**src/hw/rtl/wspa_pkg.sv**
```systemverilog
`default_nettype none
// ----------------------------------------------------------------------------
// wspa_pkg: shared types and constants of the wheel speed PID
// Payload structs, control register codes, reset values and sequencer states.
// ----------------------------------------------------------------------------
package wspa_pkg;

   typedef struct packed {
      logic               wheel;
      logic signed [31:0] speed_ref;
      logic signed [31:0] speed_measured;
      logic        [31:0] timestamp;
   } req_type;

   typedef struct packed {
      logic               wheel_out;
      logic signed [23:0] drive_percent;
      logic               clamped;
   } rsp_type;

   // What the front hands to the back: wheel, saturated error and time.
   typedef struct packed {
      logic               wheel;
      logic signed [31:0] err;
      logic        [31:0] timestamp;
   } item_type;

   typedef struct packed {
      logic [31:0] kp;
      logic [31:0] ki;
      logic [31:0] kd;
   } gains_type;

   typedef struct packed {
      gains_type [1:0] gain;
      logic     [21:0] voltage_limit;
   } cfg_type;

   typedef enum logic [2:0] {
      CSR_KP_LEFT       = 3'd0,
      CSR_KI_LEFT       = 3'd1,
      CSR_KD_LEFT       = 3'd2,
      CSR_KP_RIGHT      = 3'd3,
      CSR_KI_RIGHT      = 3'd4,
      CSR_KD_RIGHT      = 3'd5,
      CSR_VOLTAGE_LIMIT = 3'd6
   } csr_index_type;

   typedef enum logic [3:0] {
      ST_IDLE,
      ST_INT_MUL,
      ST_INT_UPD,
      ST_TERM_MUL,
      ST_TERM_ACC,
      ST_CLAMP,
      ST_PCT_MUL,
      ST_DIV,
      ST_DONE
   } back_state_type;

   localparam logic [31:0] KP_RESET       = 32'd671089;
   localparam logic [31:0] KI_RESET       = 32'd11744051;
   localparam logic [31:0] KD_RESET       = 32'd671;
   localparam logic [21:0] VLIMIT_RESET   = 22'd1494221;
   // 98 percent in Q.16
   localparam logic [31:0] PCT_SCALE      = 32'd6422528;
   // Numerator of the percent division is 45 bits wide.
   localparam logic [5:0]  DIV_TOP_BIT    = 6'd44;

endpackage

`default_nettype wire

```
**src/hw/rtl/wspa_csr.sv**
```systemverilog
`default_nettype none
// ----------------------------------------------------------------------------
// wspa_csr: control registers
// Holds the per-wheel gains and the voltage limit; flags ki writes.
// ----------------------------------------------------------------------------
module wspa_csr (
   input  wire logic           clock,
   input  wire logic           reset,
   input  wire logic           csr_valid,
   output      logic           csr_ready,
   input  wire logic [2:0]     csr_index,
   input  wire logic [31:0]    csr_data,
   output      wspa_pkg::cfg_type cfg,
   output      logic [1:0]     ki_arm
);
   import wspa_pkg::*;

   cfg_type cfg_ff;

   assign csr_ready = 1'b1;
   assign cfg       = cfg_ff;

   always_comb begin
      ki_arm[0] = csr_valid && (csr_index == CSR_KI_LEFT);
      ki_arm[1] = csr_valid && (csr_index == CSR_KI_RIGHT);
   end

   always_ff @(posedge clock) begin
      if (reset) begin
         cfg_ff.gain[0].kp    <= KP_RESET;
         cfg_ff.gain[0].ki    <= KI_RESET;
         cfg_ff.gain[0].kd    <= KD_RESET;
         cfg_ff.gain[1].kp    <= KP_RESET;
         cfg_ff.gain[1].ki    <= KI_RESET;
         cfg_ff.gain[1].kd    <= KD_RESET;
         cfg_ff.voltage_limit <= VLIMIT_RESET;
      end else if (csr_valid) begin
         unique case (csr_index)
            CSR_KP_LEFT:       cfg_ff.gain[0].kp    <= csr_data;
            CSR_KI_LEFT:       cfg_ff.gain[0].ki    <= csr_data;
            CSR_KD_LEFT:       cfg_ff.gain[0].kd    <= csr_data;
            CSR_KP_RIGHT:      cfg_ff.gain[1].kp    <= csr_data;
            CSR_KI_RIGHT:      cfg_ff.gain[1].ki    <= csr_data;
            CSR_KD_RIGHT:      cfg_ff.gain[1].kd    <= csr_data;
            CSR_VOLTAGE_LIMIT: cfg_ff.voltage_limit <= csr_data[21:0];
            default:           ;
         endcase
      end
   end

endmodule

`default_nettype wire

```
**config.mk**
```make
export PLATFORM = sky130hd
export DESIGN_NAME = wspa_csr
export DESIGN_NICKNAME = d
export VERILOG_FILES = /design/src/hw/rtl/wspa_pkg.sv /design/src/hw/rtl/wspa_csr.sv
export SDC_FILE = /design/constraint.sdc
export NUM_CORES = 1
export LEC_CHECK = 0
export ABC_AREA = 0
export ABC_CLOCK_PERIOD_IN_PS = 1900
export BUFFER_PORTS_ARGS = -buffer_cell sky130_fd_sc_hd__buf_2
export CORE_AREA = 8 8 137 139
export CTS_CLUSTER_SIZE = 10
export DETAILED_ROUTE_END_ITERATION = 16
export DIE_AREA = 0 0 145 147
export PLACE_DENSITY = 0.85
export SETUP_SLACK_MARGIN = 0.05
export SYNTH_ARGS = -nofsm -noshare
export SYNTH_HDL_FRONTEND = slang
export SYNTH_SLANG_ARGS = --single-unit
```
**constraint.sdc**
```tcl
create_clock -name clock -period 1.9 [get_ports clock]
set_input_delay 0.285 -clock clock [delete_from_list [all_inputs] [get_ports clock]]
set_output_delay 0.285 -clock clock [all_outputs]
set_load 0.01 [all_outputs]
```
# Word-level counts from Yosys, hierarchy flattened
# Cells that the tools add are included.
# totals
regBits,214
latch_bits,0
ramBits,0
romBits,0
inputBits,38
out_inout_bits,217
word_cells,23
mem_count,0
# classes
addsub,0
multipliers,0
n_div,0
n_lt_le_gt_ge,0
n_eq_ne,6
shift,0
mux,0
bitwise_logic,0
n_reduce_logical,10
# op_table
operator,n
AND reduction 2 bit,7
== test 3 bit (second input constant),3
== test 3 x 2 -> 1 bit (second input constant),2
== test 3 x 1 -> 1 bit (second input constant),1
zero test 3 bit,1
logical AND 1 bit,2

# Logic depth before layout (Yosys ltp)
# Gate-level depths: netlist (run 1).
# depth
depth_word,2
ltp_mapped,6
ltp_nobuf,3

# Least setup slack after synthesis (run 1)
# No wires, ideal clock.
# synth_timing
path_kind,input-to-output
startpoint,in csr_index[0]
endpoint,out ki_arm[1]
arrival_time_ns,1.185
required_time_ns,1.615
slack_ns,0.430
stages,5
path_buffers,3
cell_sequence,buf_2 > nand4bb_1 > clkbuf_1 > buf_2 > inv_1
# synth_via
elab_chain_len,2
# synth_rtl
element,line,text
from (decl),wspa_csr.sv:11,"input wire logic [2:0] csr_index,"
== test 3 bit,wspa_csr.sv:25,ki_arm[1] = csr_valid && (csr_index == CSR_KI_RIGHT);
logical AND 1 bit,wspa_csr.sv:25,
to (decl),wspa_csr.sv:14,output logic [1:0] ki_arm
# No other way between the ends.

# Worst setup path in the final report (run 1)
# layout_timing
startpoint,in csr_index[2]
endpoint,out ki_arm[0]
# layout_via
elab_chain_len,2
# layout_rtl
element,line,text
== test 3 x 1 -> 1 bit,wspa_csr.sv:24,ki_arm[0] = csr_valid && (csr_index == CSR_KI_LEFT);
logical AND 1 bit,wspa_csr.sv:24,
# No other way between the ends.

==> flow_metrics.env, run 1 <==
export IMPL_syn_inst=767
export IMPL_arrival_ns=1.08
export IMPL_r2r_end="cfg[166]"
export IMPL_clk_pin_slew_ns=0.05
export IMPL_synth_top_area_share_pct=51.8
export IMPL_die_w_um=145
export IMPL_reg2reg_slack_ns=1.23
export IMPL_coreArea_sq_um=16800
export IMPL_worstHoldPathType="primary input to register"
export IMPL_min_period_over_period_pct=71.8
export IMPL_ir_drop_uv=663
export IMPL_worstPathMaxFanout=10
export IMPL_routed_wl_um=23500
export IMPL_met2_usage_pct=35.2
export IMPL_synth_fp_nets=805
export IMPL_dieArea_sq_um=21300
export IMPL_setup_viol=0
export IMPL_r2r_cells=2
export IMPL_synth_edff_count=0
export IMPL_top_usage_layer="met2"
export IMPL_power_density_nw_per_um2=897
export IMPL_holdPathStages=3
export IMPL_setup_tns_final_ns=0
export IMPL_worstSetupEndpointType="primary output"
export IMPL_rsz0062_at_grt="no"
export IMPL_grt_ovfl_total=0
export IMPL_cap_violations=0
export IMPL_die_h_um=147
export IMPL_cts_resized=0
export IMPL_grt_max_degree=63
export IMPL_relSlewSlack_pct=63.0
export IMPL_wl_per_cell_um=18.9
export IMPL_min_to="cfg[18]"
export IMPL_dr_pass1_iters=4
export IMPL_holdBufCountCts=0
export IMPL_cts_tree="done"
export IMPL_hpwlAfterDp_um=17100
export IMPL_fillCellCount=1358
export IMPL_yosysTopAreaCell="dfxtp_1"
export IMPL_ys_flop_type="dfxtp_1"
export IMPL_hold_viol=0
export IMPL_synth_seq_area_share_pct=51.8
export IMPL_status="completed"
export IMPL_criticalPathCategory="primary input to primary output"
export IMPL_cts_buffer_depth=3
export IMPL_synthToLayoutAreaGrowth_pct=26.6
export IMPL_numClockSinks=214
export IMPL_synthDistinctLibCells=18
export IMPL_synthArstFlopShare_pct=0
export IMPL_max_freq_mhz=733
export IMPL_antenna_found_initial=1
export IMPL_yosys_top_cells_area="dfxtp_1, mux2i_1, nand2b_1"
export IMPL_use_met1_pct=25.4
export IMPL_start_util_pct=49.4
export IMPL_cts_root_buffer="clkbuf_16"
export IMPL_yosys_top_cells_count="dfxtp_1, mux2i_1, nand2b_1"
export IMPL_r2r_start="cfg[166]"
export IMPL_required_ns=1.62
export IMPL_htreeDepth=1
export IMPL_min_period_ns=1.36
export IMPL_track_usage_pct=21.3
export IMPL_synth_area_per_cell_sq_um=10.8
export IMPL_layout_drive_gt1_share_pct=30.7
export IMPL_ys_seq_elements=214
export IMPL_num_nets_final=1054
export IMPL_port_buffers=253
export IMPL_cp_start_kind="primary input"
export IMPL_grt_pass1_wl_um=36900
export IMPL_vias_per_cell=5.05
export IMPL_finalWeightedCongestion=0.807
export IMPL_finalClockSkew_ns=0
export IMPL_tightest_slew_ns=0.553
export IMPL_cts_inserted_buffers=25
export IMPL_whs_ns=0.0786
export IMPL_post_cts_setup_buffer_count=0
export IMPL_min_from="csr_data[18]"
export IMPL_vias=6277
export IMPL_grt_util_met3_pct=8.18
export IMPL_rows=48
export IMPL_drv_slew=0
export IMPL_p_leak_nw=5.37
export IMPL_largest_reg_flops=214
export IMPL_antennaDiodeCount=0
export IMPL_drcViolationCount=0
export IMPL_yosysWarnings=0
export IMPL_clock_latency_ns=0.49
export IMPL_grt_pass1_vias=6544
export IMPL_ant_nets=0
export IMPL_drt_first_iter_violations=232
export IMPL_num_io_pins=255
export IMPL_syn_area_sq_um=8270
-- report_power, final --
| group | switching, W | internal, W | leakage, nW |
|---|---|---|---|
| logic | 0.000389 | 0.000300 | 3.31 |
| registers | 0.0000571 | 0.00459 | 1.73 |
| clock network | 0.00166 | 0.00240 | 0.325 |
| total | 0.00211 | 0.00729 | 5.37 |
-- worst max-delay path: stages --
cell and delay (ns):
buf_2 0.17, nand4bb_1 0.26, inv_2 0.20, buf_2 0.17
-- worst max-delay path by stage --
stage | endpoint | from | slack [ns] | cells after the start
after detailed placement | cfg[103] | csr_index[1] | 0.40 | 3
after global placement | cfg[103] | csr_index[1] | 0.42 | 3
after CTS | cfg[161] | cfg[161] | 0.50 | 1
after global routing | ki_arm[0] | csr_index[2] | 0.46 | 4
after floorplan | ki_arm[1] | csr_index[0] | 0.43 | 5
final | ki_arm[0] | csr_index[2] | 0.54 | 4
-- placed cells by master (no fill, tap or decap) --
cell	n
buf_2	252
mux2i_1	214
dfxtp_1	214
nand2b_1	171
nor2_1	97
clkbuf_16	25
buf_4	23
buf_12	4
nand4b_1	3
clkbuf_1	2
clkbuf_8	2
nand4bb_4	1
inv_1	1
nand4bb_1	1
inv_2	1
nor4b_2	1
nand4bb_2	1
and4bb_2	1
and4b_1	1
or4b_4	1
conb_1	1
buf_6	1
-- stage by stage --
stage / area [sq um] / worst slack (ns) / power [W] / instances / utilization (%)
floorplan: 8270 / 0.430 / 0.00515 / 767 / -
global placement: 9810 / 0.420 / 0.00542 / 1214 / 58.5
detailed placement: 9810 / 0.399 / 0.00543 / 1214 / 58.5
CTS: 10500 / 0.504 / 0.00949 / 1243 / 62.5
global route: 10500 / 0.459 / 0.00974 / 1243 / 62.5
finish: 10500 / 0.535 / 0.00940 / 1243 / 62.5
-- cell families after synthesis --
kind of cell	after synthesis	synth area share, %
flip-flops	214	51.8
AND/OR/NAND/NOR	278	18.6
other	1	0.0453
buffers and inverters	60	3.63
multiplexers	214	25.9
-- routing by layer --
| layer | share of wire (%) | vias to the layer above | wire length, um |
|---|---|---|---|
| met2 | 46 | 249 | 10800 |
| met4 | 1.9 | 2 | 451 |
| li1 | - | 3008 | - |
| met1 | 42 | 2983 | 9840 |
| met5 | 0.055 | - | 13 |
| met3 | 10 | 35 | 2390 |
-- layout make-up --
type                       instances  area (sq um)  share of cell area [%]
sequential                       214          4280                    40.9
multi-input combinational        493          3710                    35.5
timing repair buffer             280          1530                    14.6
clock buffer                      29           661                    6.31
tap                              225           282                    2.69
inverter                           2          7.51                  0.0717
Power figures use the tool's default switching activity.
==> run 2, diff against run 1 <==
- ABC_CLOCK_PERIOD_IN_PS: 1900 -> 1400
- clock period: 1.9 -> 1.4 ns (I/O delays scaled with it)
==> flow_metrics.env, run 2 (synthesis gave the netlist of run 1 again) <==
export IMPL_rsz0062_at_grt="no"
export IMPL_p_leak_nw=5.49
export IMPL_synthToLayoutAreaGrowth_pct=29.5
export IMPL_criticalPathCategory="register to primary output"
export IMPL_cap_violations=0
export IMPL_required_ns=1.19
export IMPL_path_delay_family="flip-flops"
export IMPL_holdBufCountCts=7
export IMPL_num_nets_final=1069
export IMPL_arrival_ns=1.06
export IMPL_cts_root_buffer="clkbuf_16"
export IMPL_coreArea_sq_um=16800
export IMPL_track_usage_pct=21.5
export IMPL_dr_pass1_iters=4
export IMPL_max_freq_mhz=790
export IMPL_antennaDiodeCount=0
export IMPL_slowest_delay_ns=0.39
export IMPL_setup_tns_final_ns=0
export IMPL_ant_nets=0
export IMPL_register_area_sq_um=4280
export IMPL_fillCellCount=1324
export IMPL_cpMaxStageDelayCell="dfxtp_1"
export IMPL_postLayoutCellArea_sq_um=10700
export IMPL_multi_input_area_sq_um=3710
export IMPL_rows=48
export IMPL_die_h_um=147
export IMPL_port_buffers=253
export IMPL_clk_pin_slew_ns=0.06
export IMPL_clock_latency_ns=0.50
export IMPL_power_density_nw_per_um2=1190
export IMPL_dieArea_sq_um=21300
export IMPL_cts_buffer_depth=3
export IMPL_drt_first_iter_violations=231
export IMPL_status="completed"
export IMPL_dpl_cell_area_sq_um=9980
export IMPL_cts_inserted_buffers=25
export IMPL_cts_resized=0
export IMPL_worstHoldPathType="primary input to register"
export IMPL_htreeDepth=1
export IMPL_setup_viol=0
export IMPL_ir_drop_uv=882
export IMPL_min_period_over_period_pct=90.5
export IMPL_drv_slew=0
export IMPL_hpwlAfterDp_um=16900
export IMPL_cts_tree="done"
export IMPL_layout_drive_gt1_share_pct=31.2
export IMPL_worstPathMaxFanout=2
export IMPL_grt_ovfl_total=0
export IMPL_num_io_pins=255
export IMPL_numClockSinks=214
export IMPL_post_cts_setup_buffer_count=0
export IMPL_min_period_ns=1.27
export IMPL_start_util_pct=49.4
export IMPL_hold_viol=0
export IMPL_fin_util_pct=63.9
export IMPL_vias_per_cell=5.03
export IMPL_antenna_found_initial=1
export IMPL_grt_pass1_wl_um=37500
export IMPL_die_w_um=145
export IMPL_grt_pass1_vias=6842
export IMPL_final_cell_mix="buf_2, mux2i_1, dfxtp_1"
export IMPL_largest_reg_flops=214
export IMPL_final_common_cell="buf_2"
export IMPL_vias=6325
export IMPL_grt_max_degree=44
export IMPL_finalClockSkew_ns=0
export IMPL_cp_start_kind="register"
export IMPL_finalWeightedCongestion=0.805
export IMPL_cp_num_buf_inv=1
export IMPL_path_cells="buf_2"
export IMPL_routed_wl_um=23800
export IMPL_drcViolationCount=0
export IMPL_whs_ns=0.0232
export IMPL_wl_per_cell_um=18.9
export IMPL_worstSetupEndpointType="primary output"
run 2: cell types whose count changed in the layout (fill, tap and decap cells not counted), sizes merged:
cell | previous run | this run
buf | 280 | 288
clkinv | 0 | 1
clkbuf | 29 | 27
inv | 2 | 3
dlygate4sd3 | 0 | 7
run 2: where the power goes:
part | total [W] | switching [W] | internal, W
Sequential | 0.00631 | 0.0000763 | 0.00623
Clock | 0.00547 | 0.00227 | 0.00320
Combinational | 0.00100 | 0.000546 | 0.000457
run 2: final cells by class:
type	count	area share [%]
multi-input combinational	493	34.7
timing repair buffer	295	16.5
sequential	214	40.0
clock buffer	27	6.00
tap	225	2.63
clock inverter	2	0.129
inverter	2	0.0701
run 2: layer usage:
| layer | track usage [%] | up-vias | wire length, um |
|---|---|---|---|
| met1 | 25.2 | 3019 | 10100 |
| li1 | - | 3047 | - |
| met5 | 0 | - | 13 |
| met3 | 7.57 | 29 | 2000 |
| met2 | 36.8 | 228 | 11200 |
| met4 | 5.31 | 2 | 375 |
run 2: worst paths after layout:
check | start | endpoint | slack [ns] | depth (start not counted)
hold / removal | csr_data[3] | cfg[121] | 0.02 | 3
setup reg to reg | cfg[26] | cfg[26] | 0.72 | 2
hold reg to reg | cfg[34] | cfg[34] | 0.47 | 2
setup / recovery | cfg[60] | cfg[60] | 0.13 | 1
run 2: metrics by stage:
step | worst slack, ns | power, W | std cells
after floorplan | 0.0414 | 0.00699 | 767
after global placement | 0.0238 | 0.00740 | 1222
after detailed placement | 0.000941 | 0.00742 | 1222
after CTS | 0.101 | 0.0129 | 1258
after global routing | 0.0885 | 0.0132 | 1258
final | 0.133 | 0.0128 | 1258
