`src/hw/rtl/wspa_pkg.sv`:
```
`default_nettype none
// ----------------------------------------------------------------------------
// wspa_pkg: shared types and constants of the wheel speed PID
// Payload structs, control register codes, reset values and sequencer states.
// ----------------------------------------------------------------------------
package wspa_pkg;

   typedef struct packed {
      logic               wheel;
      logic signed [31:0] speed_ref;
      logic signed [31:0] speed_measured;
      logic        [31:0] timestamp;
   } req_type;

   typedef struct packed {
      logic               wheel_out;
      logic signed [23:0] drive_percent;
      logic               clamped;
   } rsp_type;

   // What the front hands to the back: wheel, saturated error and time.
   typedef struct packed {
      logic               wheel;
      logic signed [31:0] err;
      logic        [31:0] timestamp;
   } item_type;

   typedef struct packed {
      logic [31:0] kp;
      logic [31:0] ki;
      logic [31:0] kd;
   } gains_type;

   typedef struct packed {
      gains_type [1:0] gain;
      logic     [21:0] voltage_limit;
   } cfg_type;

   typedef enum logic [2:0] {
      CSR_KP_LEFT       = 3'd0,
      CSR_KI_LEFT       = 3'd1,
      CSR_KD_LEFT       = 3'd2,
      CSR_KP_RIGHT      = 3'd3,
      CSR_KI_RIGHT      = 3'd4,
      CSR_KD_RIGHT      = 3'd5,
      CSR_VOLTAGE_LIMIT = 3'd6
   } csr_index_type;

   typedef enum logic [3:0] {
      ST_IDLE,
      ST_INT_MUL,
      ST_INT_UPD,
      ST_TERM_MUL,
      ST_TERM_ACC,
      ST_CLAMP,
      ST_PCT_MUL,
      ST_DIV,
      ST_DONE
   } back_state_type;

   localparam logic [31:0] KP_RESET       = 32'd671089;
   localparam logic [31:0] KI_RESET       = 32'd11744051;
   localparam logic [31:0] KD_RESET       = 32'd671;
   localparam logic [21:0] VLIMIT_RESET   = 22'd1494221;
   // 98 percent in Q.16
   localparam logic [31:0] PCT_SCALE      = 32'd6422528;
   // Numerator of the percent division is 45 bits wide.
   localparam logic [5:0]  DIV_TOP_BIT    = 6'd44;

endpackage

`default_nettype wire

```
`src/hw/rtl/wspa_back.sv`:
```
`default_nettype none
// ----------------------------------------------------------------------------
// wspa_back: PID sequencer
// Per-wheel state, one shared 32x32 multiplier, clamp and a serial divider.
// ----------------------------------------------------------------------------
module wspa_back (
   input  wire logic               clock,
   input  wire logic               reset,
   input  wire wspa_pkg::cfg_type  cfg,
   input  wire logic [1:0]         ki_arm,
   input  wire logic               q_valid,
   output      logic               q_pop,
   input  wire wspa_pkg::item_type q_item,
   output      logic               rsp_empty,
   input  wire logic               rsp_pop,
   output      wspa_pkg::rsp_type  rsp_data
);
   import wspa_pkg::*;

   localparam logic [1:0] TERM_P = 2'd0;
   localparam logic [1:0] TERM_I = 2'd1;
   localparam logic [1:0] TERM_D = 2'd2;

   back_state_type     state_ff, state_in;
   item_type           item_ff, item_in;
   logic signed [47:0] integral_ff [2];
   logic               sat_ff [2];
   logic        [31:0] prev_time_ff [2];
   logic signed [31:0] prev_err_ff [2];
   logic        [1:0]  clear_ff, clear_in;

   logic        [63:0] prod_ff;
   logic        [31:0] mul_a, mul_b;
   logic               dtz_ff, dtz_in;
   logic        [1:0]  ti_ff, ti_in;
   logic               hl_ff, hl_in;
   logic        [56:0] term_ff, term_in;
   logic signed [59:0] u_ff, u_in;
   logic        [21:0] lim_ff, lim_in;
   logic        [21:0] magu_ff, magu_in;
   logic               neg_ff, neg_in;
   logic               clamped_ff, clamped_in;
   logic        [22:0] rem_ff, rem_in;
   logic        [23:0] quot_ff, quot_in;
   logic        [5:0]  bit_ff, bit_in;
   rsp_type            rsp_ff, rsp_in;
   logic               rsp_valid_ff, rsp_valid_in;

   logic               w;
   logic        [31:0] dt;
   logic        [31:0] mag_e;
   logic signed [47:0] integ;
   logic signed [32:0] derr;
   logic        [47:0] tmag;
   logic               tneg;
   gains_type          g;
   logic        [31:0] tgain;
   logic        [23:0] piece;
   logic signed [48:0] isum;
   logic        [43:0] inc;
   logic signed [47:0] int_new;
   logic               upd_int, upd_hist;
   logic        [56:0] tsum;
   logic signed [59:0] tsigned;
   logic signed [59:0] lim_s;
   logic signed [59:0] absu;
   logic        [22:0] rem_sh;

   assign rsp_empty = !rsp_valid_ff;
   assign rsp_data  = rsp_ff;

   always_comb begin
      w     = item_ff.wheel;
      g     = cfg.gain[w];
      integ = integral_ff[w];
      dt    = item_ff.timestamp - prev_time_ff[w];
      mag_e = item_ff.err[31] ? 32'(-item_ff.err) : 32'(item_ff.err);
      derr  = 33'(item_ff.err) - 33'(prev_err_ff[w]);
      unique case (ti_ff)
         TERM_I: begin
            tgain = g.ki;
            tneg  = integ[47];
            tmag  = integ[47] ? 48'(-integ) : 48'(integ);
         end
         TERM_D: begin
            tgain = g.kd;
            tneg  = derr[32];
            tmag  = derr[32] ? 48'(-derr) : 48'(derr);
         end
         default: begin
            tgain = g.kp;
            tneg  = item_ff.err[31];
            tmag  = {16'd0, mag_e};
         end
      endcase
      piece = hl_ff ? tmag[23:0] : tmag[47:24];

      // Integral update: add the increment, saturate to 48 bits; hold after clamp, zero after ki write.
      inc  = prod_ff[63:20];
      isum = 49'(integ) + (item_ff.err[31] ? -49'(inc) : 49'(inc));
      if (isum[48] != isum[47]) begin
         int_new = isum[48] ? {1'b1, 47'd0} : {1'b0, {47{1'b1}}};
      end else begin
         int_new = isum[47:0];
      end
      if (sat_ff[w]) begin
         int_new = integ;
      end
      if (clear_ff[w]) begin
         int_new = '0;
      end

      tsum    = term_ff + 57'(prod_ff[55:24]);
      tsigned = tneg ? -60'(tsum) : 60'(tsum);
      lim_s   = 60'(lim_ff);
      absu    = u_ff[59] ? -u_ff : u_ff;
      rem_sh  = {rem_ff[21:0], prod_ff[bit_ff]};

      mul_a = '0;
      mul_b = '0;
      unique case (state_ff)
         ST_INT_MUL: begin
            mul_a = dt;
            mul_b = mag_e;
         end
         ST_TERM_MUL: begin
            mul_a = tgain;
            mul_b = {8'd0, piece};
         end
         ST_PCT_MUL: begin
            mul_a = {10'd0, magu_ff};
            mul_b = PCT_SCALE;
         end
         default: ;
      endcase

      state_in     = state_ff;
      item_in      = item_ff;
      clear_in     = clear_ff | ki_arm;
      dtz_in       = dtz_ff;
      ti_in        = ti_ff;
      hl_in        = hl_ff;
      term_in      = term_ff;
      u_in         = u_ff;
      lim_in       = lim_ff;
      rem_in       = rem_ff;
      quot_in      = quot_ff;
      bit_in       = bit_ff;
      rsp_in       = rsp_ff;
      rsp_valid_in = rsp_valid_ff && !rsp_pop;
      q_pop        = 1'b0;
      upd_int      = 1'b0;
      upd_hist     = 1'b0;

      unique case (state_ff)
         ST_IDLE: begin
            if (q_valid) begin
               q_pop    = 1'b1;
               item_in  = q_item;
               state_in = ST_INT_MUL;
            end
         end
         ST_INT_MUL: begin
            dtz_in   = (dt == 32'd0);
            state_in = ST_INT_UPD;
         end
         ST_INT_UPD: begin
            upd_int     = 1'b1;
            clear_in[w] = 1'b0;
            ti_in       = TERM_P;
            hl_in       = 1'b0;
            u_in        = '0;
            lim_in      = (cfg.voltage_limit == 22'd0) ? 22'd1 : cfg.voltage_limit;
            state_in    = ST_TERM_MUL;
         end
         ST_TERM_MUL: begin
            state_in = ST_TERM_ACC;
         end
         ST_TERM_ACC: begin
            state_in = ST_TERM_MUL;
            if (!hl_ff) begin
               term_in = {1'b0, prod_ff[55:0]};
               hl_in   = 1'b1;
            end else begin
               hl_in = 1'b0;
               // The derivative term drops out when no time has passed.
               if (!(ti_ff == TERM_D && dtz_ff)) begin
                  u_in = u_ff + tsigned;
               end
               if (ti_ff == TERM_D) begin
                  state_in = ST_CLAMP;
               end else begin
                  ti_in = ti_ff + 2'd1;
               end
            end
         end
         ST_CLAMP: begin
            state_in = ST_PCT_MUL;
         end
         ST_PCT_MUL: begin
            state_in = ST_DIV;
         end
         default: ;
      endcase

      // Set up the divider while the percent product forms.
      if (state_ff == ST_PCT_MUL) begin
         rem_in  = '0;
         quot_in = '0;
         bit_in  = DIV_TOP_BIT;
      end
      if (state_ff == ST_DIV) begin
         if (rem_sh >= {1'b0, lim_ff}) begin
            rem_in  = rem_sh - {1'b0, lim_ff};
            quot_in = {quot_ff[22:0], 1'b1};
         end else begin
            rem_in  = rem_sh;
            quot_in = {quot_ff[22:0], 1'b0};
         end
         if (bit_ff == 6'd0) begin
            state_in = ST_DONE;
         end else begin
            bit_in = bit_ff - 6'd1;
         end
      end
      if (state_ff == ST_DONE && !rsp_valid_ff) begin
         rsp_in.wheel_out     = w;
         rsp_in.drive_percent = neg_ff ? -quot_ff : quot_ff;
         rsp_in.clamped       = clamped_ff;
         rsp_valid_in         = 1'b1;
         upd_hist             = 1'b1;
         state_in             = ST_IDLE;
      end
   end

   // Clamp stage: bounds the sum by the limit latched in ST_INT_UPD, registered in ST_CLAMP.
   always_comb begin
      if (u_ff > lim_s) begin
         magu_in    = lim_ff;
         neg_in     = 1'b0;
         clamped_in = 1'b1;
      end else if (u_ff < -lim_s) begin
         magu_in    = lim_ff;
         neg_in     = 1'b1;
         clamped_in = 1'b1;
      end else begin
         magu_in    = absu[21:0];
         neg_in     = u_ff[59];
         clamped_in = 1'b0;
      end
   end

   always_ff @(posedge clock) begin
      // The divider walks the held product bit by bit.
      if (state_ff != ST_DIV) begin
         prod_ff <= mul_a * mul_b;
      end
      item_ff <= item_in;
      dtz_ff  <= dtz_in;
      ti_ff   <= ti_in;
      hl_ff   <= hl_in;
      term_ff <= term_in;
      u_ff    <= u_in;
      lim_ff  <= lim_in;
      rem_ff  <= rem_in;
      quot_ff <= quot_in;
      bit_ff  <= bit_in;
      rsp_ff  <= rsp_in;
      if (state_ff == ST_CLAMP) begin
         magu_ff    <= magu_in;
         neg_ff     <= neg_in;
         clamped_ff <= clamped_in;
      end
   end

   always_ff @(posedge clock) begin
      if (reset) begin
         state_ff     <= ST_IDLE;
         rsp_valid_ff <= 1'b0;
         clear_ff     <= '0;
         for (int i = 0; i < 2; i++) begin
            integral_ff[i]  <= '0;
            sat_ff[i]       <= 1'b0;
            prev_time_ff[i] <= '0;
            prev_err_ff[i]  <= '0;
         end
      end else begin
         state_ff     <= state_in;
         rsp_valid_ff <= rsp_valid_in;
         clear_ff     <= clear_in;
         if (upd_int) begin
            integral_ff[w] <= int_new;
         end
         if (upd_hist) begin
            sat_ff[w]       <= clamped_ff;
            prev_time_ff[w] <= item_ff.timestamp;
            prev_err_ff[w]  <= item_ff.err;
         end
      end
   end

endmodule

`default_nettype wire

```
`config.mk`:
```
export PLATFORM = sky130hd
export DESIGN_NAME = wspa_back
export DESIGN_NICKNAME = d
export VERILOG_FILES = /design/src/hw/rtl/wspa_pkg.sv /design/src/hw/rtl/wspa_back.sv
export SDC_FILE = /design/constraint.sdc
export NUM_CORES = 2
export LEC_CHECK = 0
export BUFFER_PORTS_ARGS = -buffer_cell sky130_fd_sc_hd__buf_2
export CORE_ASPECT_RATIO = 1.2
export CORE_MARGIN = 2
export CORE_UTILIZATION = 50
export CTS_BUF_LIST = sky130_fd_sc_hd__clkbuf_2 sky130_fd_sc_hd__clkbuf_4 sky130_fd_sc_hd__clkbuf_8
export CTS_CLUSTER_SIZE = 20
export DETAILED_ROUTE_END_ITERATION = 6
export HOLD_SLACK_MARGIN = 0.12
export PLACE_DENSITY_LB_ADDON = 0.1
export SKIP_LAST_GASP = 1
export SLEW_MARGIN = 5
export SYNTH_ARGS = -nofsm -noshare
export SYNTH_HDL_FRONTEND = slang
export SYNTH_SLANG_ARGS = --single-unit
```
`constraint.sdc`:
```
create_clock -name clock -period 35.5 [get_ports clock]
set_input_delay 0 -clock clock [delete_from_list [all_inputs] [get_ports clock]]
set_output_delay 0 -clock clock [all_outputs]
set_load 0.01 [all_outputs]
```
== After elaboration in Yosys (flattened, before gate mapping) ==
Memories as Yosys holds them, arrays and structs flattened. A register that Yosys moved wholly into a read port is not among the register bits.
Cells that the tools add are included.
Cells by class
  eq/ne operators: 15
  bitwise gates (word level): 4
  shifts and indexed selects: 0
  div/mod/pow operators: 0
  order comparisons: 6
  $add $sub $neg: 16
  multipliers: 1
  multiplexer cells: 82
  reduce and logical (&&, ||, !) cells: 21
Operators by type and width (count)
  48-bit two-way mux: 7
  96-bit two-way mux: 2
  32-bit one-hot mux with 3 select lines: 2
  60-bit two-way mux: 3
  22-bit two-way mux: 6
  60-bit one-hot mux with 2 select lines: 1
  24-bit two-way mux: 4
  32-bit two-way mux: 3
  48-bit one-hot mux with 2 select lines: 1
  32-bit by 32-bit multiplier with 64-bit output: 1
  32-bit one-hot mux with 2 select lines: 1
  32-bit OR reduction: 2
  60-bit adder: 1
  60-bit by 23-bit greater-than comparator with 1-bit output: 1
  60-bit less-than comparator: 1
  22-bit negator with 60-bit output: 1
  57-bit negator with 60-bit output: 1
  56-bit by 32-bit adder with 57-bit output: 1
  49-bit adder: 1
  49-bit two-way mux: 1
  44-bit negator with 49-bit output: 1
  33-bit negator with 48-bit output: 1
  48-bit negator: 1
  48-bit OR reduction: 1
  46 further kinds: 100
Word-level totals
  flip-flop bits (word level): 380
  bits in read-only memories: 0
  logic and storage cells: 171
  output and inout bits: 28
  bits in latches: 0
  memories: 4
  input bits: 285
  bits in writable memories: 226
Memories
  integral_ff: words 2, width 48, read ports 1, clocked after memory_dff 1, write ports 2, line wspa_back.sv:26  | logic signed [47:0] integral_ff [2];
  prev_err_ff: words 2, width 32, read ports 1, clocked after memory_dff 1, write ports 2, line wspa_back.sv:29  | logic signed [31:0] prev_err_ff [2];
  prev_time_ff: words 2, width 32, read ports 1, clocked after memory_dff 1, write ports 2, line wspa_back.sv:28  | logic [31:0] prev_time_ff [2];
  sat_ff: words 2, width 1, read ports 1, clocked after memory_dff 1, write ports 2, line wspa_back.sv:27  | logic sat_ff [2];

== Depth between registers and ports, before layout ==
  word-level depth: 8
  gate-level depth with buffers: 59
  depth with buffers taken out: 46

== Least setup slack after synthesis ==
Ideal clock, no wire load.
  kind: reg2reg
  from: reg (tool-made name)
  to: reg prod_ff[61], data pin
  path slack: 20573 ps
  stages on the path, launching flop included: 56
  clock period less this slack: 14927 ps
  path buffers: 13
  data arrival time: 14663 ps
  setup time: 264 ps
  required time: 35236 ps
  cell sequence: dfxtp_1 -> clkbuf_1 -> clkbuf_1 -> clkbuf_1 -> buf_2 -> buf_1 -> buf_2 -> buf_2 -> clkbuf_1 -> buf_1 -> mux2i_1 -> ha_1 -> nor2b_1 -> o31ai_1 -> a2111oi_0 -> nor3_1 -> o41ai_2 -> a211oi_1 -> [... 20 more ...] -> fa_1 -> inv_1 -> fa_1 -> inv_1 -> ha_1 -> a21oi_1 -> o21ai_0 -> a31oi_1 -> o211ai_1 -> a221oi_1 -> o31ai_1 -> a21oi_1 -> o311ai_0 -> a31o_2 -> a21o_1 -> a21o_1 -> a221oi_1 -> xnor2_1
RTL lines
  end signal: assignment: line wspa_back.sv:256  | prod_ff <= mul_a * mul_b;
  end: declaration: line wspa_back.sv:32  | logic [63:0] prod_ff;

==> flow_metrics.py <==
metrics = {
    "outcome": {
        "status": "complete, but fails checks",
        "failed_checks": "max-capacitance violations",
    },
    "yosys": {
        "synth_top_area_frac": 0.228,
        "yosysUniqueCellTypes": 95,
        "ys_seq_elements": 607,
        "syn_area_um2": 79300,
        "avgSynthCellArea_um2": 9.18,
        "async_flop_share": 0,
        "synth_ff_type": "edfxtp_1",
        "synth_most_common_cell": "inv_1",
        "syn_nets": 10400,
        "synthTopCellsByCount": "inv_1, nor2_1, fa_1, nand2_1, edfxtp_1",
        "yosys.area.top_type": "fa_1",
        "synthCells": 8637,
        "synth_edf_count": 593,
        "ys_seq_area_frac": 0.228,
        "netlist_top_cells_area": "fa_1, edfxtp_1, ha_1",
        "yosys_warnings": 0,
    },
    "grt": {
        "grt_start_max_net_pins": 84,
        "overflow": 0,
        "grt_pass1_vias": 68300,
        "grt_pass1_wl_um": 444000,
        "grt_use_total": 0.371,
        "antenna_found_initial": 13,
    },
    "sta": {
        "hold_violations": 0,
        "max_freq_ghz": 0.0643,
        "rsz0062_at_grt": "no",
        "setup_tns_ps": 0,
        "slew_headroom": 0.0222,
        "setup_viol": 0,
        "tightest_slew_ps": 1460,
        "skew_ps": 84.7,
        "period_minus_slack_ps": 15540,
        "min_period_over_period": 0.438,
        "final_max_slew_viol_count": 0,
    },
    "worst_setup_path": {
        "critPathLaunchType": "flip-flop",
        "cpMostUsedCell": "fa_1",
        "slowest_stage": "o311ai_0",
        "critical_path_required_ps": 36120,
        "crit_type": "reg -> reg",
        "worstPathMaxFanout": 53,
        "critPathCaptureType": "flip-flop",
        "cpPeakStageDelay_ps": 920,
        "cp_data_arrival_time_ps": 16160,
    },
    "cts": {
        "cts_tree": "built",
        "clk_latency_ps": 900,
        "cts-resized-gates": 0,
        "ctsLongestPathBuffers": 3,
        "cts.sinks": 607,
        "cts.clk_slew.worst_paths_ps": 70,
        "clockRootBuffer": "clkbuf_8",
        "htree_num_levels": 3,
        "cts_made_buffers": 106,
    },
    "drt": {
        "drt-initial-drc-count": 5816,
        "via_per_inst": 6.00,
        "wl_per_cell_um": 26.8,
        "vias": 67100,
        "postRouteAntennaNets": 0,
        "drc_errors": 0,
        "wl_um": 300000,
        "first_pass_iters": 6,
    },
    "pwr": {
        "intPower_uw": 1990,
        "combPwrFrac": 0.561,
        "leakage_uw": 0.0391,
        "seqPwrFrac": 0.251,
        "p_clk_frac": 0.188,
        "pwr_density_cell_nw_per_um2": 43.4,
        "peakVddDrop_mv": 0.0356,
        "switching_share": 0.478,
        "switchingPower_uw": 1820,
    },
    "floorplan": {
        "die_x_um": 368,
        "initial_core_util": 0.502,
        "dieArea_um2": 162000,
        "ios": 313,
        "rows": 160,
        "die_h_um": 440,
        "core_um2": 158000,
    },
    "hold_path": {
        "hold_class": "in -> reg",
    },
    "run": {
        "drv_cap": 1,
    },
    "placed_design": {
        "dpl_cell_area_um2": 83500,
        "gp_congestion": 0.986,
        "io_buffers": 312,
        "dp_hpwl_um": 228000,
    },
    "final_layout": {
        "drive_gt1_frac": 0.0979,
        "fin_nets": 10800,
        "area_growth_pct": 10.6,
        "stdcell_area_um2": 87700,
        "fin_util": 0.555,
    },
}
through the flow:
step / setup slack [ps] / hold slack (ps) / std cells / power [uW]
2_1_floorplan: 20570 / 69.1 / 8637 / 2320
3_3_place_gp: 20440 / 177 / 10800 / 3040
3_5_place_dp: 20170 / 178 / 10800 / 3040
4_1_cts: 20060 / 121 / 11200 / 3790
5_1_grt: 19000 / 210 / 11200 / 4030
6_report: 19960 / 174 / 11200 / 3810
cell families after synthesis:
logic type / Yosys count / share of synthesized area
simple gates: 2621 / 0.153
xor+xnor: 535 / 0.0593
fa+ha+maj: 1484 / 0.320
flops: 607 / 0.228
buf+inv: 1644 / 0.0791
mux: 272 / 0.0386
compound gates: 1474 / 0.123
layer usage:
layer	up-vias	part of all wire	GRT usage
li1	29700	-	-
met1	33700	0.38	0.446
met2	2798	0.47	0.621
met3	894	0.076	0.0711
met4	4	0.071	0.220
met5	-	0.000090	0
timing repair:
action	CTS	global route
hold buffers	186	0
setup buffers	0	0
endpoints found under the hold margin	143	0
critical path, delay by kind of cell (launching register included):
| kind | cells | cell delay (ps) |
|---|---|---|
| adders and majority gates | 10 | 4600 |
| buffers and inverters | 7 | 1100 |
| xor gates and xnor gates | 2 | 370 |
| and+or+nand+nor | 7 | 1600 |
| muxes | 2 | 450 |
| DFF | 1 | 480 |
| AOI/OAI and AO/OA | 15 | 6600 |
cells in the final DEF, fill, tap and decap left out, types with 60 or more instances in the layout:
cell,Yosys,final
and3_1,141,140
dlygate4sd3_1,0,186
a21o_1,205,204
inv_1,1217,1214
nor3_1,110,108
nand3_1,109,108
nand2b_1,97,97
fa_1,902,902
buf_4,1,164
xnor2_1,364,364
nand2_1,768,767
and2_1,104,104
nand4_1,72,72
o31ai_1,61,60
o21ai_0,265,264
nor2_1,917,907
a21oi_1,387,379
buf_2,10,312
nor2b_1,72,72
mux2_2,72,72
edfxtp_1,593,593
clkbuf_8,0,106
mux2i_1,180,178
xor2_1,170,170
ha_1,582,580
final timing paths:
kind                            depth (start not counted)           to        start  slack (ps)
worst max-delay path                                   43  prod_ff[63]    flip-flop       19960
worst min-delay path                                    5    lim_ff[0]      cfg[10]         170
worst max register to register                         43  prod_ff[63]    flip-flop       19960
worst min register to register                          0  term_ff[10]  prod_ff[10]         450
area by class of cell:
type	count	area (um2)
timing repair buffer	662	4650
sequential	607	18100
tap	2106	2640
fill	14500	70300
inverter	1221	4590
antenna	6	15.0
clock inverter	69	616
multi-input combinational	6386	55400
clock buffer	132	1650
registers in the layout, summed over array words and instances (netlist names), 2 cells and up, named ones only:
register      flops
quot_ff          24
state_ff          4
u_ff             60
prev_err_ff      64
rsp_data         26
item_ff          64
clear_ff          2
sat_ff            2
term_ff          56
integral_ff      96
prev_time_ff     64
rem_ff           22
lim_ff           22
prod_ff          64
bit_ff            6
magu_ff          22
ti_ff             2
power by group through the flow:
| stage | logic, uW | clock network (uW) | registers (uW) |
|---|---|---|---|
| final | 2140 | 715 | 956 |
| after global routing | 2310 | 756 | 957 |
| after CTS | 2110 | 728 | 953 |
| after detailed placement | 2080 | 0 | 967 |
| after global placement | 2070 | 0 | 966 |
| after floorplan | 1410 | 0 | 909 |
Note: power is estimated with default switching activity, not from simulation.
