--- config.mk ---
export PLATFORM = sky130hd
export DESIGN_NAME = wspa_front
export DESIGN_NICKNAME = d
export VERILOG_FILES = /design/src/hw/rtl/wspa_pkg.sv /design/src/hw/rtl/wspa_front.sv
export SDC_FILE = /design/constraint.sdc
export NUM_CORES = 1
export LEC_CHECK = 0
export ABC_AREA = 1
export ABC_CLOCK_PERIOD_IN_PS = 6800
export BUFFER_PORTS_ARGS = -buffer_cell sky130_fd_sc_hd__buf_2
export CAP_MARGIN = 20
export CORE_MARGIN = 2
export CORE_UTILIZATION = 40
export CTS_CLUSTER_SIZE = 24
export DETAILED_ROUTE_END_ITERATION = 10
export REMOVE_ABC_BUFFERS = 1
export SYNTH_ARGS = -nofsm -noshare
export SYNTH_HDL_FRONTEND = slang
export SYNTH_SLANG_ARGS = --single-unit
--- constraint.sdc ---
create_clock -name clock -period 6.8 [get_ports clock]
set_clock_uncertainty 0.05 [all_clocks]
set_input_delay 0.68 -clock clock [delete_from_list [all_inputs] [get_ports clock]]
set_output_delay 0.68 -clock clock [all_outputs]
set_load 0.01 [all_outputs]
--- src/hw/rtl/wspa_pkg.sv ---
`default_nettype none
// ----------------------------------------------------------------------------
// wspa_pkg: shared types and constants of the wheel speed PID
// Payload structs, control register codes, reset values and sequencer states.
// ----------------------------------------------------------------------------
package wspa_pkg;

   typedef struct packed {
      logic               wheel;
      logic signed [31:0] speed_ref;
      logic signed [31:0] speed_measured;
      logic        [31:0] timestamp;
   } req_type;

   typedef struct packed {
      logic               wheel_out;
      logic signed [23:0] drive_percent;
      logic               clamped;
   } rsp_type;

   // What the front hands to the back: wheel, saturated error and time.
   typedef struct packed {
      logic               wheel;
      logic signed [31:0] err;
      logic        [31:0] timestamp;
   } item_type;

   typedef struct packed {
      logic [31:0] kp;
      logic [31:0] ki;
      logic [31:0] kd;
   } gains_type;

   typedef struct packed {
      gains_type [1:0] gain;
      logic     [21:0] voltage_limit;
   } cfg_type;

   typedef enum logic [2:0] {
      CSR_KP_LEFT       = 3'd0,
      CSR_KI_LEFT       = 3'd1,
      CSR_KD_LEFT       = 3'd2,
      CSR_KP_RIGHT      = 3'd3,
      CSR_KI_RIGHT      = 3'd4,
      CSR_KD_RIGHT      = 3'd5,
      CSR_VOLTAGE_LIMIT = 3'd6
   } csr_index_type;

   typedef enum logic [3:0] {
      ST_IDLE,
      ST_INT_MUL,
      ST_INT_UPD,
      ST_TERM_MUL,
      ST_TERM_ACC,
      ST_CLAMP,
      ST_PCT_MUL,
      ST_DIV,
      ST_DONE
   } back_state_type;

   localparam logic [31:0] KP_RESET       = 32'd671089;
   localparam logic [31:0] KI_RESET       = 32'd11744051;
   localparam logic [31:0] KD_RESET       = 32'd671;
   localparam logic [21:0] VLIMIT_RESET   = 22'd1494221;
   // 98 percent in Q.16
   localparam logic [31:0] PCT_SCALE      = 32'd6422528;
   // Numerator of the percent division is 45 bits wide.
   localparam logic [5:0]  DIV_TOP_BIT    = 6'd44;

endpackage

`default_nettype wire

--- src/hw/rtl/wspa_front.sv ---
`default_nettype none
// ----------------------------------------------------------------------------
// wspa_front: input stage and item queue
// Forms the saturated speed error and queues two words for the back end.
// ----------------------------------------------------------------------------
module wspa_front (
   input  wire logic              clock,
   input  wire logic              reset,
   input  wire logic              req_push,
   output      logic              req_full,
   input  wire wspa_pkg::req_type req_data,
   output      logic              q_valid,
   input  wire logic              q_pop,
   output      wspa_pkg::item_type q_item
);
   import wspa_pkg::*;

   item_type          entries_ff [2];
   logic              wr_ptr_ff, wr_ptr_in;
   logic              rd_ptr_ff, rd_ptr_in;
   logic [1:0]        count_ff, count_in;
   logic signed [32:0] diff;
   item_type          new_item;
   logic              push_ok, pop_ok;

   assign req_full = (count_ff == 2'd2);
   assign q_valid  = (count_ff != 2'd0);
   assign q_item   = entries_ff[rd_ptr_ff];
   assign push_ok  = req_push && !req_full;
   assign pop_ok   = q_pop && q_valid;

   always_comb begin
      diff = 33'(req_data.speed_ref) - 33'(req_data.speed_measured);
      new_item.wheel     = req_data.wheel;
      new_item.timestamp = req_data.timestamp;
      // Clip the 33-bit difference back into the signed 32-bit range.
      if (diff[32] != diff[31]) begin
         new_item.err = diff[32] ? 32'sh8000_0000 : 32'sh7FFF_FFFF;
      end else begin
         new_item.err = diff[31:0];
      end
      wr_ptr_in = push_ok ? !wr_ptr_ff : wr_ptr_ff;
      rd_ptr_in = pop_ok ? !rd_ptr_ff : rd_ptr_ff;
      count_in  = count_ff + {1'b0, push_ok} - {1'b0, pop_ok};
   end

   always_ff @(posedge clock) begin
      if (push_ok) begin
         entries_ff[wr_ptr_ff] <= new_item;
      end
   end

   always_ff @(posedge clock) begin
      if (reset) begin
         wr_ptr_ff <= 1'b0;
         rd_ptr_ff <= 1'b0;
         count_ff  <= 2'd0;
      end else begin
         wr_ptr_ff <= wr_ptr_in;
         rd_ptr_ff <= rd_ptr_in;
         count_ff  <= count_in;
      end
   end

endmodule

`default_nettype wire

After elaboration in Yosys (flattened, before gate mapping)
Memory sizes are Yosys's and may differ from the RTL's. A register that Yosys moved wholly into a read port is not among the register bits.
Index checks and enable logic that the tools add are counted.
W data, S select, Z words.
- flip-flop bits (word level): 4
- output and inout bits: 67
- memories kept: 1
- memory bits (writable): 130
- memories (name ; depth ; width ; read ports ; clocked after memory_dff ; wr ports ; line ; text):
    entries_ff ; 2 ; 65 ; 1 ; 1 ; 1 ; wspa_front.sv:18 ; item_type entries_ff [2];
- reductions and logical operators: 6
- mux-type cells: 6
- add/sub/neg operators: 3
- eq/ne operators: 2
- operator list (cell ; count):
    $mux W32 ; 2
    $sub A32 B32 Y33 ; 1
    $mux W1 ; 4
    $logic_not A1 Y1 ; 3
    $add A2 B1 Y2 ; 1
    $eq A2 B2 Y1 const B ; 1
    $logic_and A1 B1 Y1 ; 2
    $reduce_bool A2 Y1 ; 1
    $sub A2 B1 Y2 ; 1
    $ne A1 B1 Y1 ; 1

Depth between registers and ports, before layout
Gate-level depths: netlist of run 1.
- word-level depth: 5
- mapped depth: 18

Worst setup path after synthesis of run 1
OpenSTA, ideal clock, no wires.
- path type: input to register
- start point: input port req_push
- end point: memory entries_ff[1][0] (netlist name), enable pin
- path buffers: 0
- arrival: 3.604 ns
- slack: 2.656 ns
- stages: 2
- library setup time: 0.490 ns
- data required time: 6.260 ns
- path through: o21ai_0 -> nor2_1
- word-level cells in the longest chain between the ends: 3
- ends and longest elaborated chain (item ; line ; text):
    start, declared ; wspa_front.sv:9 ; input wire logic req_push,
    $logic_and A1 B1 Y1 ; wspa_front.sv:29 ; assign push_ok = req_push && !req_full;
    $mux W1 ; wspa_front.sv:48 ; if (push_ok) begin
    $mux W1 (implied by the code) ; wspa_front.sv:49 ; entries_ff[wr_ptr_ff] <= new_item;
    end, declared ; wspa_front.sv:18 ;
No other way between the ends.

==> results of run 1 <==
## layer usage
layer,vias up,GRT usage [%],part of all wire [%]
li1,2845,-,-
met5,-,0,0
met1,2466,20.7,46
met3,21,2.99,4.2
met4,0,5.26,1.9
met2,143,28.1,47
## state kept, by name, summed over array words and instances, names as in the netlist, named ones only
signal and cells:
wr_ptr_ff 1, count_ff 2, rd_ptr_ff 1, entries_ff 130
## area by class of cell
class                   instances  share of cell area (%)
flip-flops and latches        135                    43.0
inverters                     100                    4.03
clock inverters                14                    1.72
well taps                     234                    3.14
repair buffers                170                    9.22
clock buffers                  17                    4.57
multi-input cells             503                    34.3
## worst max path at each step
stage	startpoint	endpoint	depth (start not counted)	slack, ps
floorplan	req_push	entries_ff[1][0]	2	2660
global placement	req_data[64]	entries_ff[0][32]	17	3810
detailed placement	req_data[64]	entries_ff[1][35]	17	3810
CTS	register	q_item[63]	3	3610
global route	register	q_item[32]	3	3530
finish	register	q_item[63]	3	3690
## power by group through the flow
stage	registers (mW)	clock network [mW]	logic [mW]
after global placement	1.18	0	0.879
final	1.16	0.888	0.871
after floorplan	1.19	0	0.566
after detailed placement	1.18	0	0.885
after CTS	1.17	0.907	0.889
after global routing	1.18	0.949	0.967
## logic make-up after synthesis
logic type                 after synthesis  share of synthesized area, %
xor gates and xnor gates                19                          2.18
and+or+nand+nor                        326                          19.2
buffers and inverters                  112                          6.01
muxes                                   65                          9.58
adders and majority gates               35                          5.83
AOI/OAI and AO/OA                       58                          4.83
DFF                                    135                          52.4
## per-stage QoR
| stage | instance area (sq um) | hold WS, ps | utilization [%] | power [mW] | cells |
|---|---|---|---|---|---|
| after CTS | 9310 | 392 | 49.8 | 2.96 | 1173 |
| after global routing | 9310 | 389 | 49.8 | 3.09 | 1173 |
| after floorplan | 7560 | 404 | - | 1.76 | 738 |
| after global placement | 8720 | 411 | 46.6 | 2.06 | 1142 |
| final | 9310 | 414 | 49.8 | 2.92 | 1173 |
| after detailed placement | 8720 | 416 | 46.6 | 2.07 | 1142 |
## worst max-delay path: stages (launching register included)
cell and delay, ps:
sky130_fd_sc_hd__dfxtp_2 860, sky130_fd_sc_hd__buf_4 540, sky130_fd_sc_hd__mux2_2 420, sky130_fd_sc_hd__buf_2 150
## Yosys cell counts
library cell and count:
sky130_fd_sc_hd__clkbuf_1 6, sky130_fd_sc_hd__nand3_4 1, sky130_fd_sc_hd__a21oi_4 1, sky130_fd_sc_hd__nor2_1 50
sky130_fd_sc_hd__or2_1 1, sky130_fd_sc_hd__nor3_1 2, sky130_fd_sc_hd__xor2_1 14, sky130_fd_sc_hd__o21ai_0 5
sky130_fd_sc_hd__mux2_2 65, sky130_fd_sc_hd__o21bai_1 8, sky130_fd_sc_hd__nand3_2 2, sky130_fd_sc_hd__nor3b_1 2
sky130_fd_sc_hd__nand3b_1 7, sky130_fd_sc_hd__ha_1 34, sky130_fd_sc_hd__xnor2_1 5, sky130_fd_sc_hd__nor2_8 1
sky130_fd_sc_hd__or2_2 2, sky130_fd_sc_hd__o21ai_2 9, sky130_fd_sc_hd__a21oi_2 3, sky130_fd_sc_hd__a21o_1 1
sky130_fd_sc_hd__nand3_1 16, sky130_fd_sc_hd__inv_1 95, sky130_fd_sc_hd__nand2_2 17, sky130_fd_sc_hd__o21ai_1 1
sky130_fd_sc_hd__buf_6 5, sky130_fd_sc_hd__nor2_4 3, sky130_fd_sc_hd__nor4_1 2, sky130_fd_sc_hd__a21oi_1 30
sky130_fd_sc_hd__dfxtp_1 5, sky130_fd_sc_hd__buf_2 1, sky130_fd_sc_hd__nor2_2 2, sky130_fd_sc_hd__nand2_1 210
sky130_fd_sc_hd__inv_2 5, sky130_fd_sc_hd__edfxtp_1 130, sky130_fd_sc_hd__nand2_4 8, sky130_fd_sc_hd__fa_1 1
==> impl_metrics.toml, run 1 <==
[cts]
cts_inserted_buffers = 17
path_clk_slew_ps = 60
numClockSinks = 135
ctsHtreeMaxLevel = 4
cts_resized = 0
insertion_delay_ps = 400
clock_tree.root_cell = "sky130_fd_sc_hd__clkbuf_16"
holdBufCountCts = 0
cts_tree = "done"
post-cts-setup-buffers = 0
buffer_levels_on_the_longest_clock_path = 2

[pwr]
pwr-share-seq_pct = 39.8
power_leakage_nw = 4.30
vdd.ir_drop.worst_uv = 178
power.net_switching_mw = 0.874
cell_internal_pwr_mw = 2.05
comb_power_share_pct = 29.8
pwr_density_cell_nw_per_um2 = 314
clock_power_share_pct = 30.4
power.switching_fraction_pct = 29.9

[final_layout]
diodes = 0
finalNetCount = 1063
multi_input_combinational_cell_area_sq_um = 3190
layout.cells.most_common_list = "sky130_fd_sc_hd__nand2_1, sky130_fd_sc_hd__buf_2, sky130_fd_sc_hd__edfxtp_1"
area.growth.synth_to_final_pct = 21.8
n_fill_cell = 1760
most_common_library_cell_in_the_layout_ignoring_fill_and_taps = "sky130_fd_sc_hd__nand2_1"
final-seq-area_sq_um = 4010
drive_above_1_share_pct = 34.4

[routing]
iteration_0_drc_count_of_the_detailed_router = 191
avgRoutedWirePerCell_um = 13.7
detailroute.via_count = 5475
finalWirelength_um = 16000
post_detailed_route_drc_marker_count = 0
routed_via_density = 4.67
drtAntennaViolNets = 0
drt_first_pass_iters = 5

[placement]
dpl_worst_slack_ps = 3810
port_buffers = 167
dpl.hpwl_um = 12300
gpl.final_weighted_congestion = 0.880

[global_route]
overflow = 0
grt_pass1_wl_um = 25700
grt_antenna_before_repair = 0
first_global_vias = 5315
grt_max_degree = 41
grt_usage_pct = 16.3

[worst_setup_path]
r2r_cells = 4
capturing_point_of_the_worst_reg2reg_path = "entries_ff[1][62]"
timing_worst_setup_path_type = "register to primary output"
worst-endpoint-arrival_ps = 2380
r2r_start = "count_ff[1]"
worstPathMaxFanout = 33
crit_required_ps = 6070
end_kind = "primary output"
critical_path.startpoint_type = "register"
reg2reg_slack_ps = 4320

[timing]
grt_setup_unrepaired = "false"
worst_slew_margin_rel_pct = 39.9
final_hold_viol_count = 0
fin_crit_sh_pct = 45.8
worst-slew-pin-transition_ps = 899
achievable-frequency_ghz = 0.321
setup_viol_count_final = 0
finalCriticalPeriod_ps = 3110
finalSetupTns_ps = 0
timing.final.max_slew_violations = 0
final_critical_path_setup_slack_ps = 3690

[synth]
yosys.area.top_type = "sky130_fd_sc_hd__edfxtp_1"
synth_seq_cells = 135
synth.avg_cell_area_sq_um = 10.2
post_synth_inst_count = 750
synth.lib_cells_used.distinct = 36
synth_warn = 0
seq_area_frac_synth_pct = 52.4
post_synth_main_area_contributors = "sky130_fd_sc_hd__edfxtp_1, sky130_fd_sc_hd__nand2_1, sky130_fd_sc_hd__mux2_2"
synth_area_sq_um = 7640
yosysTopAreaCellShare_pct = 51.1

[flow_run]
maxCapViolCount = 0

[die]
fp.dieArea_sq_um = 20200
die_w_um = 142
start_util_pct = 40.8
die-height_um = 142
core-area_sq_um = 18700
io-pin-count = 168
row_count = 50

[hold_path]
hp-class = "input pin to register"
whs_path_depth = 1
hold_path_end = "entries_ff[0][29]"
worstHoldStart = "req_data[29]"

[status]
status = "finished clean"
(Power assumes the default switching activity.)
==> run 2: changes to the inputs <==
--- a/config.mk
+++ b/config.mk
@@ -5,8 +5,8 @@
 export SDC_FILE = /design/constraint.sdc
 export NUM_CORES = 1
 export LEC_CHECK = 0
-export ABC_AREA = 1
-export ABC_CLOCK_PERIOD_IN_PS = 6800
+export ABC_AREA = 0
+export ABC_CLOCK_PERIOD_IN_PS = 3000
 export BUFFER_PORTS_ARGS = -buffer_cell sky130_fd_sc_hd__buf_2
 export CAP_MARGIN = 20
 export CORE_MARGIN = 2
==> constraint.sdc (replaced) <==
create_clock -name clock -period 3 [get_ports clock]
set_clock_uncertainty 0.05 [all_clocks]
set_input_delay 0.3 -clock clock [delete_from_list [all_inputs] [get_ports clock]]
set_output_delay 0.3 -clock clock [all_outputs]
set_load 0.01 [all_outputs]
==> impl_metrics.toml, run 2 <==
[status]
status = "finished clean"

[synth]
post_synth_inst_count = 545
async_reset_ff_share_pct = 0
netlist_top_cells_count = "sky130_fd_sc_hd__edfxtp_1, sky130_fd_sc_hd__mux2_2, sky130_fd_sc_hd__inv_1"
synth_warn = 0
synth.lib_cells_used.distinct = 53
yosysTopAreaCellShare_pct = 55.0
synth_most_common_cell = "sky130_fd_sc_hd__edfxtp_1"
synthFlopType = "sky130_fd_sc_hd__edfxtp_1"
synth.avg_cell_area_sq_um = 13.0
post_synth_main_area_contributors = "sky130_fd_sc_hd__edfxtp_1, sky130_fd_sc_hd__mux2_2, sky130_fd_sc_hd__ha_1"
yosys.area.top_type = "sky130_fd_sc_hd__edfxtp_1"
synth_area_sq_um = 7100
seq_area_frac_synth_pct = 56.4
synth_seq_cells = 135
synth_enable_flop_cells = 130

[final_layout]
most_common_library_cell_in_the_layout_ignoring_fill_and_taps = "sky130_fd_sc_hd__buf_2"
max_ffs_per_register = 130
diodes = 0
largest-register = "entries_ff"
layout.cells.most_common_list = "sky130_fd_sc_hd__buf_2, sky130_fd_sc_hd__edfxtp_1, sky130_fd_sc_hd__mux2_2"
final_area_sq_um = 9440
top_regs = "entries_ff (130), count_ff (2)"
area.growth.synth_to_final_pct = 33.0
finalNonFillerCells = 1018
drive_above_1_share_pct = 47.2
finalNetCount = 917

[timing]
timing.final.max_slew_violations = 0
achievable-frequency_ghz = 0.338
worst-slew-pin-transition_ps = 564
worst_slew_margin_rel_pct = 62.4
fin_crit_sh_pct = 98.7
final_hold_viol_count = 0
finalCriticalPeriod_ps = 2960
grt_setup_unrepaired = "true"
finalSetupTns_ps = 0
setup_viol_count_final = 0

[pwr]
power.switching_fraction_pct = 29.3
vdd.ir_drop.worst_uv = 448
power_leakage_nw = 4.01
power.net_switching_mw = 1.96
pwr_density_cell_nw_per_um2 = 707
clock_power_share_pct = 29.0
pwr-share-seq_pct = 39.0
comb_power_share_pct = 32.0
cell_internal_pwr_mw = 4.72

[worst_setup_path]
capturing_point_of_the_worst_reg2reg_path = "count_ff[1]"
timing_worst_setup_path_type = "input pin to register"
r2r_cells = 8
r2r_start = "count_ff[1]"
end_kind = "register"
crit_required_ps = 3110
reg2reg_slack_ps = 1180
worst-endpoint-arrival_ps = 3070
worstPathMaxFanout = 5
critical_path.startpoint_type = "input pin"

[die]
die-height_um = 137
core-area_sq_um = 17300
io-pin-count = 168
fp.dieArea_sq_um = 18800
row_count = 48
start_util_pct = 41.0
die_w_um = 137

[global_route]
overflow = 0
grt_pass1_wl_um = 24200
grt_max_degree = 66
first_global_vias = 5059
grt_antenna_before_repair = 0
grt_usage_pct = 16.5

[routing]
finalWirelength_um = 15700
drtAntennaViolNets = 0
detailroute.via_count = 5049
post_detailed_route_drc_marker_count = 0
drt_first_pass_iters = 5
avgRoutedWirePerCell_um = 15.4
routed_via_density = 4.96
iteration_0_drc_count_of_the_detailed_router = 316

[cts]
ctsHtreeMaxLevel = 4
clock_tree.root_cell = "sky130_fd_sc_hd__clkbuf_16"
cts_inserted_buffers = 17
buffer_levels_on_the_longest_clock_path = 2
path_clk_slew_ps = 60
insertion_delay_ps = 400
numClockSinks = 135
holdBufCountCts = 0
cts_tree = "done"

[flow_run]
maxCapViolCount = 0

[placement]
gpl.final_weighted_congestion = 0.883
dpl-instance-area_sq_um = 8650
placed_cells = 980
dpl.hpwl_um = 11500
port_buffers = 167

[hold_path]
hold_path_end = "entries_ff[1][12]"
worstHoldStart = "req_data[12]"
whs_path_depth = 1
hp-class = "input pin to register"
## run 2: cell types whose count changed in the layout (fill, tap and decap cells not counted), sizes merged, moves of 11 or more
| cell | previous run | this run |
|---|---|---|
| nand2 | 235 | 19 |
| o21ai | 15 | 38 |
| nor2 | 56 | 20 |
| xnor2 | 5 | 16 |
| inv | 100 | 44 |
| a21o | 1 | 24 |
| buf | 170 | 236 |
| nand3 | 19 | 3 |
## run 2: worst max-delay path: stages
cell,delay [ps]
sky130_fd_sc_hd__buf_6,100
sky130_fd_sc_hd__inv_4,40
sky130_fd_sc_hd__ha_4,130
sky130_fd_sc_hd__inv_2,30
sky130_fd_sc_hd__fa_2,330
sky130_fd_sc_hd__a21o_1,190
sky130_fd_sc_hd__a211oi_2,270
sky130_fd_sc_hd__a211oi_2,130
sky130_fd_sc_hd__o31ai_2,290
sky130_fd_sc_hd__nand3_2,160
sky130_fd_sc_hd__a2111oi_4,370
sky130_fd_sc_hd__buf_4,190
sky130_fd_sc_hd__o21ai_2,50
sky130_fd_sc_hd__a2bb2o_4,260
sky130_fd_sc_hd__clkbuf_16,180
sky130_fd_sc_hd__o21ai_4,50
## run 2: power groups by stage
stage / Sequential [mW] / Combinational [mW] / Clock, mW
floorplan: 2.68 / 1.21 / 0
global placement: 2.63 / 2.04 / 0
detailed placement: 2.65 / 2.06 / 0
CTS: 2.61 / 2.08 / 1.98
global route: 2.63 / 2.33 / 2.05
finish: 2.60 / 2.14 / 1.94
## run 2: cell families (layout without fill, tap and decap cells)
group / Yosys count / count (layout) / share of synthesized area [%]
multiplexers: 66 / 66 / 10.5
flip-flops: 135 / 135 / 56.4
buffers and inverters: 64 / 312 / 3.97
adder cells (fa/ha/maj): 38 / 38 / 6.70
AND/OR/NAND/NOR: 73 / 73 / 5.08
AO/OA/AOI/OAI: 136 / 136 / 13.2
XOR/XNOR: 33 / 33 / 4.18
## run 2: repair_timing
| item | in CTS | in global routing |
|---|---|---|
| buffers inserted | 2 | 3 |
| cloned | 0 | 2 |
| gates resized for setup | 2 | 29 |
| setup endpoints to repair | 62 | 64 |
| hold endpoints to repair | 0 | 0 |
| pin swaps | 1 | 7 |
## run 2: final cells by class
type                            instances  area [sq um]
Timing Repair Buffer                  238          1480
Clock inverter                         14           135
Fill cell                            1506          7860
Multi-Input combinational cell        346          2950
Inverter                               43           164
Tap cell                              225           282
Clock buffer                           17           425
Sequential cell                       135          4010
## run 2: worst max path at each step
stage | startpoint | endpoint | slack [ps] | cells after the start
global placement | req_data[64] | entries_ff[0][56] | -540 | 15
finish | req_data[64] | entries_ff[0][35] | 40 | 16
detailed placement | req_data[64] | entries_ff[0][59] | -660 | 14
floorplan | count_ff[0] | entries_ff[0][0] | -810 | 3
CTS | req_data[64] | entries_ff[0][56] | 0.7 | 16
global route | req_data[64] | entries_ff[0][35] | -80 | 16
## run 2: per-layer routing
| metal | wire [um] | vias up | global-route usage [%] | part of all wire [%] |
|---|---|---|---|---|
| met5 | 0 | - | 0 | 0 |
| met2 | 7990 | 151 | 29.3 | 51 |
| li1 | - | 2506 | - | - |
| met4 | 128 | 0 | 6.19 | 0.82 |
| met3 | 757 | 15 | 2.24 | 4.8 |
| met1 | 6800 | 2377 | 20.5 | 43 |
## run 2: stage by stage
step	worst slack, ps	util (%)	hold slack, ps	total power [mW]
after floorplan	-810	-	322	3.89
after global placement	-536	50.0	438	4.66
after detailed placement	-656	50.0	442	4.71
after CTS	0.674	53.4	13.9	6.67
after global routing	-82.8	54.6	13.3	7.02
final	39.6	54.6	34.8	6.68
